==> src/rtl/rlbs_pkg.sv <==
// ----------------------------------------------------------------------------
// rlbs_pkg
// shared types and constants for the rgbw led bit serializer
// ----------------------------------------------------------------------------
package rlbs_pkg;

    localparam int CHAN_W        = 8;
    localparam int PROD_W        = 2 * CHAN_W;
    localparam int NUM_CHAN      = 4;
    localparam int WORD_W        = NUM_CHAN * CHAN_W;
    localparam int CNT_W         = $clog2(WORD_W + 1);

    // divide by 100 as multiply by ceil(2^19 / 100) then shift, exact for every
    // product below 43690, and any larger product saturates to full scale anyway
    localparam int RECIP_W       = 13;
    localparam int RECIP_SHIFT   = 19;
    localparam logic [RECIP_W-1:0] RECIP_100 = RECIP_W'(5243);
    localparam int QUOT_W        = PROD_W + RECIP_W - RECIP_SHIFT;

    localparam logic [CHAN_W-1:0] BRIGHT_RESET = CHAN_W'(20);
    localparam logic [CHAN_W-1:0] CHAN_MAX     = '1;

    typedef enum logic [1:0] {
        SYM_ZERO = 2'd0,
        SYM_ONE  = 2'd1,
        SYM_GAP  = 2'd2
    } t_sym;

endpackage

==> src/rtl/rlbs_pix_if.sv <==
// ----------------------------------------------------------------------------
// rlbs_pix_if
// pixel channel: valid/ready handshake with four color bytes and frame mark
// ----------------------------------------------------------------------------
interface rlbs_pix_if;
    logic       valid;
    logic       ready;
    logic [7:0] red;
    logic [7:0] green;
    logic [7:0] blue;
    logic [7:0] white;
    logic       end_of_frame;

    modport source (output valid, red, green, blue, white, end_of_frame, input ready);
    modport sink   (input valid, red, green, blue, white, end_of_frame, output ready);
endinterface

==> src/rtl/rlbs_sym_if.sv <==
// ----------------------------------------------------------------------------
// rlbs_sym_if
// line symbol channel: valid/ready handshake with symbol code and last flag
// ----------------------------------------------------------------------------
interface rlbs_sym_if;
    logic       valid;
    logic       ready;
    logic [1:0] symbol;
    logic       last;

    modport source (output valid, symbol, last, input ready);
    modport sink   (input valid, symbol, last, output ready);
endinterface

==> src/rtl/rlbs_scale_lane.sv <==
// ----------------------------------------------------------------------------
// rlbs_scale_lane
// one color channel: level * brightness / 100, saturated to one byte
// ----------------------------------------------------------------------------
module rlbs_scale_lane (
    input  logic                         i_clk,
    input  logic                         i_en1,
    input  logic                         i_en2,
    input  logic [rlbs_pkg::CHAN_W-1:0]  i_level,
    input  logic [rlbs_pkg::CHAN_W-1:0]  i_bright,
    output logic [rlbs_pkg::CHAN_W-1:0]  o_byte
);
    import rlbs_pkg::*;

    logic [PROD_W-1:0]           r_prod;
    logic [PROD_W+RECIP_W-1:0]   n_recip;
    logic [QUOT_W-1:0]           n_quot;
    logic [CHAN_W-1:0]           n_byte;
    logic [CHAN_W-1:0]           r_byte;

    always_comb begin
        n_recip = PROD_W'(r_prod) * (PROD_W+RECIP_W)'(RECIP_100);
        n_quot  = n_recip[PROD_W+RECIP_W-1:RECIP_SHIFT];
        if (n_quot > QUOT_W'(CHAN_MAX)) begin
            n_byte = CHAN_MAX;
        end else begin
            n_byte = n_quot[CHAN_W-1:0];
        end
    end

    always_ff @(posedge i_clk) begin
        if (i_en1) begin
            r_prod <= PROD_W'(i_level) * PROD_W'(i_bright);
        end
        if (i_en2) begin
            r_byte <= n_byte;
        end
    end

    assign o_byte = r_byte;

endmodule

==> src/rtl/rlbs_serializer.sv <==
// ----------------------------------------------------------------------------
// rlbs_serializer
// merges the four lane bytes into one grbw word and shifts it out msb first
// ----------------------------------------------------------------------------
module rlbs_serializer (
    input  logic                          i_clk,
    input  logic                          i_rst_n,
    input  logic                          i_word_valid,
    input  logic [rlbs_pkg::CHAN_W-1:0]   i_green,
    input  logic [rlbs_pkg::CHAN_W-1:0]   i_red,
    input  logic [rlbs_pkg::CHAN_W-1:0]   i_blue,
    input  logic [rlbs_pkg::CHAN_W-1:0]   i_white,
    input  logic                          i_eof,
    output logic                          o_word_take,
    rlbs_sym_if.source                    o_sym
);
    import rlbs_pkg::*;

    logic [WORD_W-1:0] r_word, n_word;
    logic [CNT_W-1:0]  r_cnt, n_cnt;
    logic              r_eof, n_eof;
    logic              r_busy, n_busy;
    logic              last_sym;
    logic              fire;
    logic              take;

    // last symbol: final data bit of a plain pixel, or the gap after a frame end
    assign last_sym = r_eof ? (r_cnt == CNT_W'(WORD_W))
                            : (r_cnt == CNT_W'(WORD_W - 1));
    assign fire     = r_busy && o_sym.ready;
    assign take     = i_word_valid && (!r_busy || (fire && last_sym));

    always_comb begin
        n_word = r_word;
        n_cnt  = r_cnt;
        n_eof  = r_eof;
        n_busy = r_busy;
        if (take) begin
            n_word = {i_green, i_red, i_blue, i_white};
            n_cnt  = '0;
            n_eof  = i_eof;
            n_busy = 1'b1;
        end else if (fire) begin
            if (last_sym) begin
                n_busy = 1'b0;
            end else begin
                n_word = {r_word[WORD_W-2:0], 1'b0};
                n_cnt  = r_cnt + CNT_W'(1);
            end
        end
    end

    always_ff @(posedge i_clk) begin
        if (!i_rst_n) begin
            r_busy <= 1'b0;
            r_cnt  <= '0;
            r_eof  <= 1'b0;
        end else begin
            r_busy <= n_busy;
            r_cnt  <= n_cnt;
            r_eof  <= n_eof;
        end
        r_word <= n_word;
    end

    assign o_word_take  = take;
    assign o_sym.valid  = r_busy;
    assign o_sym.last   = last_sym;
    assign o_sym.symbol = (r_cnt == CNT_W'(WORD_W)) ? SYM_GAP
                        : (r_word[WORD_W-1] ? SYM_ONE : SYM_ZERO);

endmodule

==> src/rtl/rgbw_led_bit_serializer_core.sv <==
// ----------------------------------------------------------------------------
// rgbw_led_bit_serializer_core
// scales an rgbw pixel by a brightness percentage and serializes it into
// line symbols for an addressable led strip
// ----------------------------------------------------------------------------
//
//  port          dir   beat contents
//  ------------  ----  ------------------------------------------------------
//  i_pix         sink  red, green, blue, white bytes and end_of_frame mark
//  o_sym         src   symbol (zero bit, one bit, reset gap) and last flag
//  i_cfg_we/wd   in    brightness percentage, written while idle
//
//  each pixel yields 32 symbol beats (33 with end_of_frame), one per cycle
//  while o_sym.ready is high; the serializer's shift register sets that rate
//  a pixel's first symbol beat is offered after it has passed the product
//  registers, the scaled-byte registers and then the serializer, and a stall
//  can hold it in a lane stage; the lane stages buffer the next two pixels
//  synchronous active-low reset empties the pipeline and sets brightness to 20
//  a stall on o_sym holds the current symbol; i_pix.ready drops once both
//  lane stages are full and no word is taken, and stays low during reset
// ----------------------------------------------------------------------------
module rgbw_led_bit_serializer_core (
    input  logic                          i_clk,
    input  logic                          i_rst_n,
    input  logic                          i_cfg_we,
    input  logic [rlbs_pkg::CHAN_W-1:0]   i_cfg_wdata,
    rlbs_pix_if.sink                      i_pix,
    rlbs_sym_if.source                    o_sym
);
    import rlbs_pkg::*;

    // brightness register
    logic [CHAN_W-1:0] r_bright;

    // pipeline control: stage 1 holds products, stage 2 holds scaled bytes
    logic              r_v1, r_v2;
    logic              r_eof1, r_eof2;
    logic              en1, en2;
    logic              word_take;

    // lane outputs in lane order red, green, blue, white
    logic [CHAN_W-1:0] lane_byte [NUM_CHAN];
    logic [CHAN_W-1:0] lane_level [NUM_CHAN];

    always_ff @(posedge i_clk) begin
        if (!i_rst_n) begin
            r_bright <= BRIGHT_RESET;
        end else if (i_cfg_we) begin
            r_bright <= i_cfg_wdata;
        end
    end

    // a stage loads when it is empty or its content moves on this cycle
    assign en2         = !r_v2 || word_take;
    assign en1         = !r_v1 || en2;
    assign i_pix.ready = en1 && i_rst_n;

    always_ff @(posedge i_clk) begin
        if (!i_rst_n) begin
            r_v1 <= 1'b0;
            r_v2 <= 1'b0;
        end else begin
            if (en1) begin
                r_v1 <= i_pix.valid;
            end
            if (en2) begin
                r_v2 <= r_v1;
            end
        end
        if (en1) begin
            r_eof1 <= i_pix.end_of_frame;
        end
        if (en2) begin
            r_eof2 <= r_eof1;
        end
    end

    assign lane_level[0] = i_pix.red;
    assign lane_level[1] = i_pix.green;
    assign lane_level[2] = i_pix.blue;
    assign lane_level[3] = i_pix.white;

    // four identical scaling lanes, one per color channel
    for (genvar g = 0; g < NUM_CHAN; g++) begin : g_lane
        rlbs_scale_lane u_lane (
            .i_clk    (i_clk),
            .i_en1    (en1),
            .i_en2    (en2),
            .i_level  (lane_level[g]),
            .i_bright (r_bright),
            .o_byte   (lane_byte[g])
        );
    end

    // merge in grbw wire order and shift out
    rlbs_serializer u_ser (
        .i_clk        (i_clk),
        .i_rst_n      (i_rst_n),
        .i_word_valid (r_v2),
        .i_green      (lane_byte[1]),
        .i_red        (lane_byte[0]),
        .i_blue       (lane_byte[2]),
        .i_white      (lane_byte[3]),
        .i_eof        (r_eof2),
        .o_word_take  (word_take),
        .o_sym        (o_sym)
    );

endmodule

==> src/flat_wrapper.sv <==
// flat-port wrapper written by rule: the top's interface ports become plain ports
module rgbw_led_bit_serializer_core_flat import rlbs_pkg::*;
  (i_clk, i_rst_n, i_cfg_we, i_cfg_wdata, i_pix_valid, i_pix_red, i_pix_green, i_pix_blue, i_pix_white, i_pix_end_of_frame, i_pix_ready, o_sym_valid, o_sym_symbol, o_sym_last, o_sym_ready);
  rlbs_pix_if i_pix_i ();
  rlbs_sym_if o_sym_i ();
  input  logic i_clk;
  input  logic i_rst_n;
  input  logic i_cfg_we;
  input  logic [rlbs_pkg::CHAN_W-1:0] i_cfg_wdata;
  input wire logic [$bits(i_pix_i.valid)-1:0] i_pix_valid;
  input wire logic [$bits(i_pix_i.red)-1:0] i_pix_red;
  input wire logic [$bits(i_pix_i.green)-1:0] i_pix_green;
  input wire logic [$bits(i_pix_i.blue)-1:0] i_pix_blue;
  input wire logic [$bits(i_pix_i.white)-1:0] i_pix_white;
  input wire logic [$bits(i_pix_i.end_of_frame)-1:0] i_pix_end_of_frame;
  output wire logic [$bits(i_pix_i.ready)-1:0] i_pix_ready;
  output wire logic [$bits(o_sym_i.valid)-1:0] o_sym_valid;
  output wire logic [$bits(o_sym_i.symbol)-1:0] o_sym_symbol;
  output wire logic [$bits(o_sym_i.last)-1:0] o_sym_last;
  input wire logic [$bits(o_sym_i.ready)-1:0] o_sym_ready;
  assign i_pix_i.valid = i_pix_valid;
  assign i_pix_i.red = i_pix_red;
  assign i_pix_i.green = i_pix_green;
  assign i_pix_i.blue = i_pix_blue;
  assign i_pix_i.white = i_pix_white;
  assign i_pix_i.end_of_frame = i_pix_end_of_frame;
  assign i_pix_ready = i_pix_i.ready;
  assign o_sym_valid = o_sym_i.valid;
  assign o_sym_symbol = o_sym_i.symbol;
  assign o_sym_last = o_sym_i.last;
  assign o_sym_i.ready = o_sym_ready;
  rgbw_led_bit_serializer_core u_core (.i_clk(i_clk), .i_rst_n(i_rst_n), .i_cfg_we(i_cfg_we), .i_cfg_wdata(i_cfg_wdata), .i_pix(i_pix_i), .o_sym(o_sym_i));
endmodule
==> config.mk <==
export PLATFORM = sky130hd
export DESIGN_NAME = rgbw_led_bit_serializer_core_flat
export DESIGN_NICKNAME = d
export VERILOG_FILES = /design/src/rtl/rlbs_pkg.sv /design/src/rtl/rlbs_pix_if.sv /design/src/rtl/rlbs_sym_if.sv /design/src/rtl/rlbs_scale_lane.sv /design/src/rtl/rlbs_serializer.sv /design/src/rtl/rgbw_led_bit_serializer_core.sv /design/src/flat_wrapper.sv
export SDC_FILE = /design/constraint.sdc
export NUM_CORES = 2
export LEC_CHECK = 0
export ABC_CLOCK_PERIOD_IN_PS = 6800
export BUFFER_PORTS_ARGS = -buffer_cell sky130_fd_sc_hd__buf_4
export CAP_MARGIN = 5
export CORE_ASPECT_RATIO = 0.9
export CORE_MARGIN = 5
export CORE_UTILIZATION = 30
export CTS_BUF_LIST = sky130_fd_sc_hd__clkbuf_2 sky130_fd_sc_hd__clkbuf_4 sky130_fd_sc_hd__clkbuf_8
export DETAILED_ROUTE_END_ITERATION = 7
export SLEW_MARGIN = 30
export SYNTH_ARGS = -nofsm -noshare
export SYNTH_HDL_FRONTEND = slang
export SYNTH_SLANG_ARGS = --single-unit
export TNS_END_PERCENT = 30
==> constraint.sdc <==
create_clock -name i_clk -period 6.8 [get_ports i_clk]
set_input_delay 0.34 -clock i_clk [delete_from_list [all_inputs] [get_ports i_clk]]
set_output_delay 0.34 -clock i_clk [all_outputs]
set_load 0.01 [all_outputs]
# Word level (Yosys, flattened, before mapping)
# Cells that the tools add are included.
# W data, S select, Z words.
[classes]
addsub = 1
multipliers = 8
order_cmp = 4
eq_ne = 3
n_mux = 9
bitwise_logic = 2
n_reduce_logical = 16
[op_table]
columns = ["operator", "n"]
rows = [
  ["$mul A16 B13 Y29 const B", 4],
  ["$mux W32", 3],
  ["$mul A8 B8 Y16", 4],
  ["$gt A10 B8 Y1 const B", 4],
  ["$add A6 B1 Y6 const B", 1],
  ["$eq A6 B5 Y1 const B", 1],
  ["$eq A6 B6 Y1 const B", 1],
  ["$reduce_and A2 Y1", 3],
  ["$mux W1", 5],
  ["$logic_and A1 B1 Y1", 4],
  ["$reduce_bool A2 Y1", 2],
  ["$logic_not A1 Y1", 3],
  ["$logic_or A1 B1 Y1", 3],
  ["$mux W2", 1],
  ["$ne A2 B1 Y1 const B", 1],
  ["$not A1 Y1", 2],
  ["$reduce_or A2 Y1", 1],
]
[totals]
regBits = 148
input_bits = 46
out_inout_bits = 5
elab_cells = 60

# Logic depth before layout (Yosys ltp)
[depth]
word_depth = 8
mapped_depth = 19
depth_no_buf = 18

# Hierarchy
# From an unflattened synthesis, not the netlist that was laid out.
[hier_totals]
cells_unflattened = 2791
hier_area_um2 = 28959.0
[by_module_without_submodules]
columns = ["module", "n_inst", "cells_per_inst", "area_per_inst_um2", "seq_area_each_um2"]
rows = [
  ["rlbs_scale_lane (u_core.g_lane[3].u_lane)", 1, 683, 6762.7, 720.7],
  ["rlbs_scale_lane (u_core.g_lane[0].u_lane)", 1, 664, 6690.2, 720.7],
  ["rlbs_scale_lane (u_core.g_lane[1].u_lane)", 1, 647, 6600.1, 720.7],
  ["rlbs_scale_lane (u_core.g_lane[2].u_lane)", 1, 635, 6500.0, 720.7],
  ["rlbs_serializer", 1, 125, 1961.9, 1121.1],
  ["rgbw_led_bit_serializer_core", 1, 37, 444.2, 260.2],
]

# Worst setup path before layout
# No wires, ideal clock.
[synth_timing]
path_kind = "reg2reg"
from = "reg u_core.g_lane[0].u_lane.r_prod[10]"
to = "reg u_core.g_lane[0].u_lane.r_byte[7], data pin"
setup_time_ns = 0.286
arrival_ns = 5.119
required_time_ns = 6.514
slack_ns = 1.394
stages_incl_launch_ff = 19
path_buffers = 0
synth_period_minus_slack_ns = 5.406
path_cell_list = "edfxtp_1 fa_1 ha_1 inv_1 fa_1 inv_1 fa_1 inv_1 fa_1 inv_1 ha_1 and3_1 and4b_4 a2111oi_4 o32ai_2 a221o_2 a211oi_4 xor2_2 nand4_1"
[synth_between]
elab_chain_len = 2
[synth_lines]
columns = ["item", "line", "source"]
rows = [
  ["start: declaration", "rlbs_scale_lane.sv:15", "logic [PROD_W-1:0] r_prod;"],
  ["start signal: assignment", "rlbs_scale_lane.sv:33", "r_prod <= PROD_W'(i_level) * PROD_W'(i_bright);"],
  ["$mul A16 B13 Y29 *", "rlbs_scale_lane.sv:22", "n_recip = PROD_W'(r_prod) * (PROD_W+RECIP_W)'(RECIP_100);"],
  ["$gt A10 B8 Y1", "rlbs_scale_lane.sv:24", "if (n_quot > QUOT_W'(CHAN_MAX)) begin"],
  ["end signal: assignment", "rlbs_scale_lane.sv:36", "r_byte <= n_byte;"],
  ["end: declaration", "rlbs_scale_lane.sv:19", "logic [CHAN_W-1:0] r_byte;"],
]
# Every way passes the cells marked *; elsewhere a longest branch is shown, timed or not.
# A chain may end at the register's enable or synchronous reset.

# Worst setup path after layout
[layout_timing]
from = "reg u_core.g_lane[0].u_lane.r_prod[8]"
to = "reg u_core.g_lane[0].u_lane.r_byte[7], data pin"
# The elaborated chain is that of the path after synthesis.

==> impl_results.md <==
* Status: completed
* Fillers at 9,524
* CTS clk-pin slew, worst paths at 100 ps
* Post-layout util at 32.73%
* GRT overflow at 0
* Top_reg_cell synth: edfxtp_1
* Clk sinks at 148
* CP endpoint kind: flop
* Maxcap violations at 0
* EDFF count, synth at 130
* Period utilization at 83.90%
* Core Region at 92,840 µm²
* Cell Area, Synth at 28,030 µm²
* Die area at 99,650 µm²
* Vias in the first global route at 18,985
* GP Congestion at 0.8371
* Layout cells sized above 1 at 5.305%
* Final Hold Vio Count at 0
* Design area at 30,380 µm²
* First-iteration detailed-routing DRC count at 738
* Via Count at 17,590
* Final min period at 5705 ps
* Yosys reg bits at 148
* Register area share after synthesis at 15.21%
* Clk root buf: clkbuf_8
* # rows at 106
* CTS tree: yes
* Relative slew slack at 35.55%
* Worst Setup Slack, final at 1095 ps
* FMAX at 175.3 MHz
* Worst slack, placed at 1071 ps
* CTS Buf Count at 17
* Hold Path Class: input port to flop
* Worst-path fanout max at 8
* Die Height at 300.0 µm
* Drt total wl at 56.45 mm
* Synth Area per Inst at 10.37 µm²
* Worst-Margin Slew at 965.5 ps
* WL/cell at 14.05 µm
* First-pass GRT wire length at 97.06 mm
* Data required, critical path at 7030 ps
* Crit path DAT at 5940 ps
* Starting density of the core at 30.19%
* R2R setup slack at 1100 ps
* Top-area cell type share of the netlist area at 31.71%
* Ys async rst share at 0%
* WS Path Type: flop to flop
* Synthesis warning total at 0
* Post-route ant nets at 0
* # H-tree levels at 4
* Largest net degree at the start of global routing at 68
* Placed cell areas at 29,960 µm²
* Sum Neg Setup Slack at 0 ps
* Synth cell types at 61
* Gr usage total at 11.86%
* Post-synth top area cell: fa_1
* DIE WIDTH at 332.2 µm
* Mapped Cells at 2,704
* Residual DRC at 0
* Crit start category: flop
* DP HPWL at 48.54 mm
* Syn_nets at 3,756
* RSZ-0062 raised after global routing: no
* Layout Nets at 3,810
* CTS max path bufs at 2
* First-pass DRT Iterations at 5
* Port bufs at 50
* Initial antenna violation count at 8
* Area delta synth->final at 8.397%
* Cts repair resizes at 0
* Synth top area cells: fa_1, ha_1, edfxtp_1
* Final Skew at 20.84 ps
* Final Max Slew Viols at 0
* Skew-Pair Late Insertion Delay at 510 ps
* # IOs at 51
* Final setup fails at 0
* Vias per cell at 4.379
-- per-layer routing --
metal / share of wire, % / GRT usage, % / vias to the layer above
met5: 0.023 / 0 / -
met4: 0.85 / 1.763 / 2
met3: 4.6 / 2.398 / 35
met2: 43 / 18.36 / 220
met1: 52 / 17.56 / 8614
li1: - / - / 8719
-- flip-flops by register name (all words and copies together) (netlist names) --
signal                       flops
u_core.r_eof1                    1
u_core.u_ser.r_eof               1
u_core.g_lane.u_lane.r_prod     64
u_core.r_bright                  8
u_core.u_ser.o_sym.valid         1
u_core.r_v2                      1
u_core.g_lane.u_lane.o_byte     32
u_core.r_eof2                    1
u_core.u_ser.r_cnt               6
u_core.u_ser.r_word             32
u_core.r_v1                      1
-- worst max-delay path, cell delays in order, from the launching register on --
cell,delay (ps)
edfxtp_1,560
ha_1,400
fa_1,470
fa_1,550
inv_1,70
fa_1,530
inv_1,50
fa_1,360
ha_1,330
a21oi_1,170
and4b_4,230
a2111oi_4,320
o32ai_2,180
a221o_2,470
a211oi_4,280
xor2_2,340
nand4_1,130
-- metrics by stage --
stage | cells | hold WS, ps
6_report | 4017 | 73.98
2_1_floorplan | 2704 | 400.3
5_1_grt | 4014 | 42.49
3_3_place_gp | 3978 | 432.8
4_1_cts | 4013 | 12.19
3_5_place_dp | 3978 | 411.7
-- placed cells by master, fill, tap and decap left out, drive strengths merged, types with 4 or more instances in the layout --
cell type  synthesis  final
o21ai             41     41
o31ai              8      8
a211oi             4      4
o2111ai            5      5
or3               10     10
and3               6      6
o21a               5      5
dfxtp             18     18
xor2              19     19
ha               562    562
o21bai             6      6
clkbuf            28     18
a21boi            10     10
nor2              45     45
nand2            155    155
nand3             40     40
buf                4     64
or2                5      5
mux2i             12     12
clkinvlp           0      5
inv              676    679
nand2b             8      8
and2             167    167
a21o              22     22
a21oi             71     71
a2111oi            4      4
diode              0      4
a31oi              8      8
edfxtp           130    130
nor3              19     19
xnor2             61     61
mux2              31     31
nor2b             23     23
clkinv             0      5
nand4             15     15
a41oi              6      6
o211ai             5      5
fa               444    444
-- synthesized netlist by cell type (15+ instances only) --
master,instances
edfxtp_1,130
ha_1,562
xor2_1,18
nand2_1,155
clkbuf_1,28
fa_1,444
dfxtp_1,18
inv_1,676
a21oi_1,71
nor2_1,45
nor3_1,19
mux2_2,31
a21o_1,22
o21ai_0,41
and2_1,167
nand3_1,40
xnor2_1,61
nor2b_1,23
nand4_1,15
-- area by class of cell --
cell class	instances	area, µm²	area share (%)
inverter	676	2537	8.352
timing repair buffer	67	510.5	1.680
sequential	148	4269	14.05
antenna	4	10.01	0.03295
tap	1242	1554	5.115
multi-input combinational	1848	21130	69.55
clock buffer	18	241.5	0.7948
clock inverter	14	130.1	0.4283
-- what timing repair did --
item                      in CTS  in global routing
hold buffers                   3                  0
setup buffers                  0                  0
hold endpoints to repair       3                  0
-- final timing paths --
path,cells after the start,startpoint,endpoint
max reg2reg,16,u_core.g_lane[0].u_lane.r_prod[8]$_DFFE_PN_,u_core.g_lane[0].u_lane.o_byte[7]$_SDFFCE_PN1P_
min,3,i_cfg_wdata[0],u_core.r_bright[0]$_SDFFE_PN0P_
min reg2reg,0,u_core.r_eof1$_DFFE_PN_,u_core.r_eof2$_DFFE_PP_
max,16,u_core.g_lane[0].u_lane.r_prod[8]$_DFFE_PN_,u_core.g_lane[0].u_lane.o_byte[7]$_SDFFCE_PN1P_
-- cells by family after synthesis --
kind of cell,synth area share [%]
AOI/OAI and AO/OA,5.040
xor gates and xnor gates,2.527
adders and majority gates,56.80
buffers and inverters,9.495
DFF,15.21
muxes,1.674
and+or+nand+nor,9.250
Power is left out: the tool's default activity adds up to more than one toggle a clock period on the data nets, which glitch-free logic cannot reach.
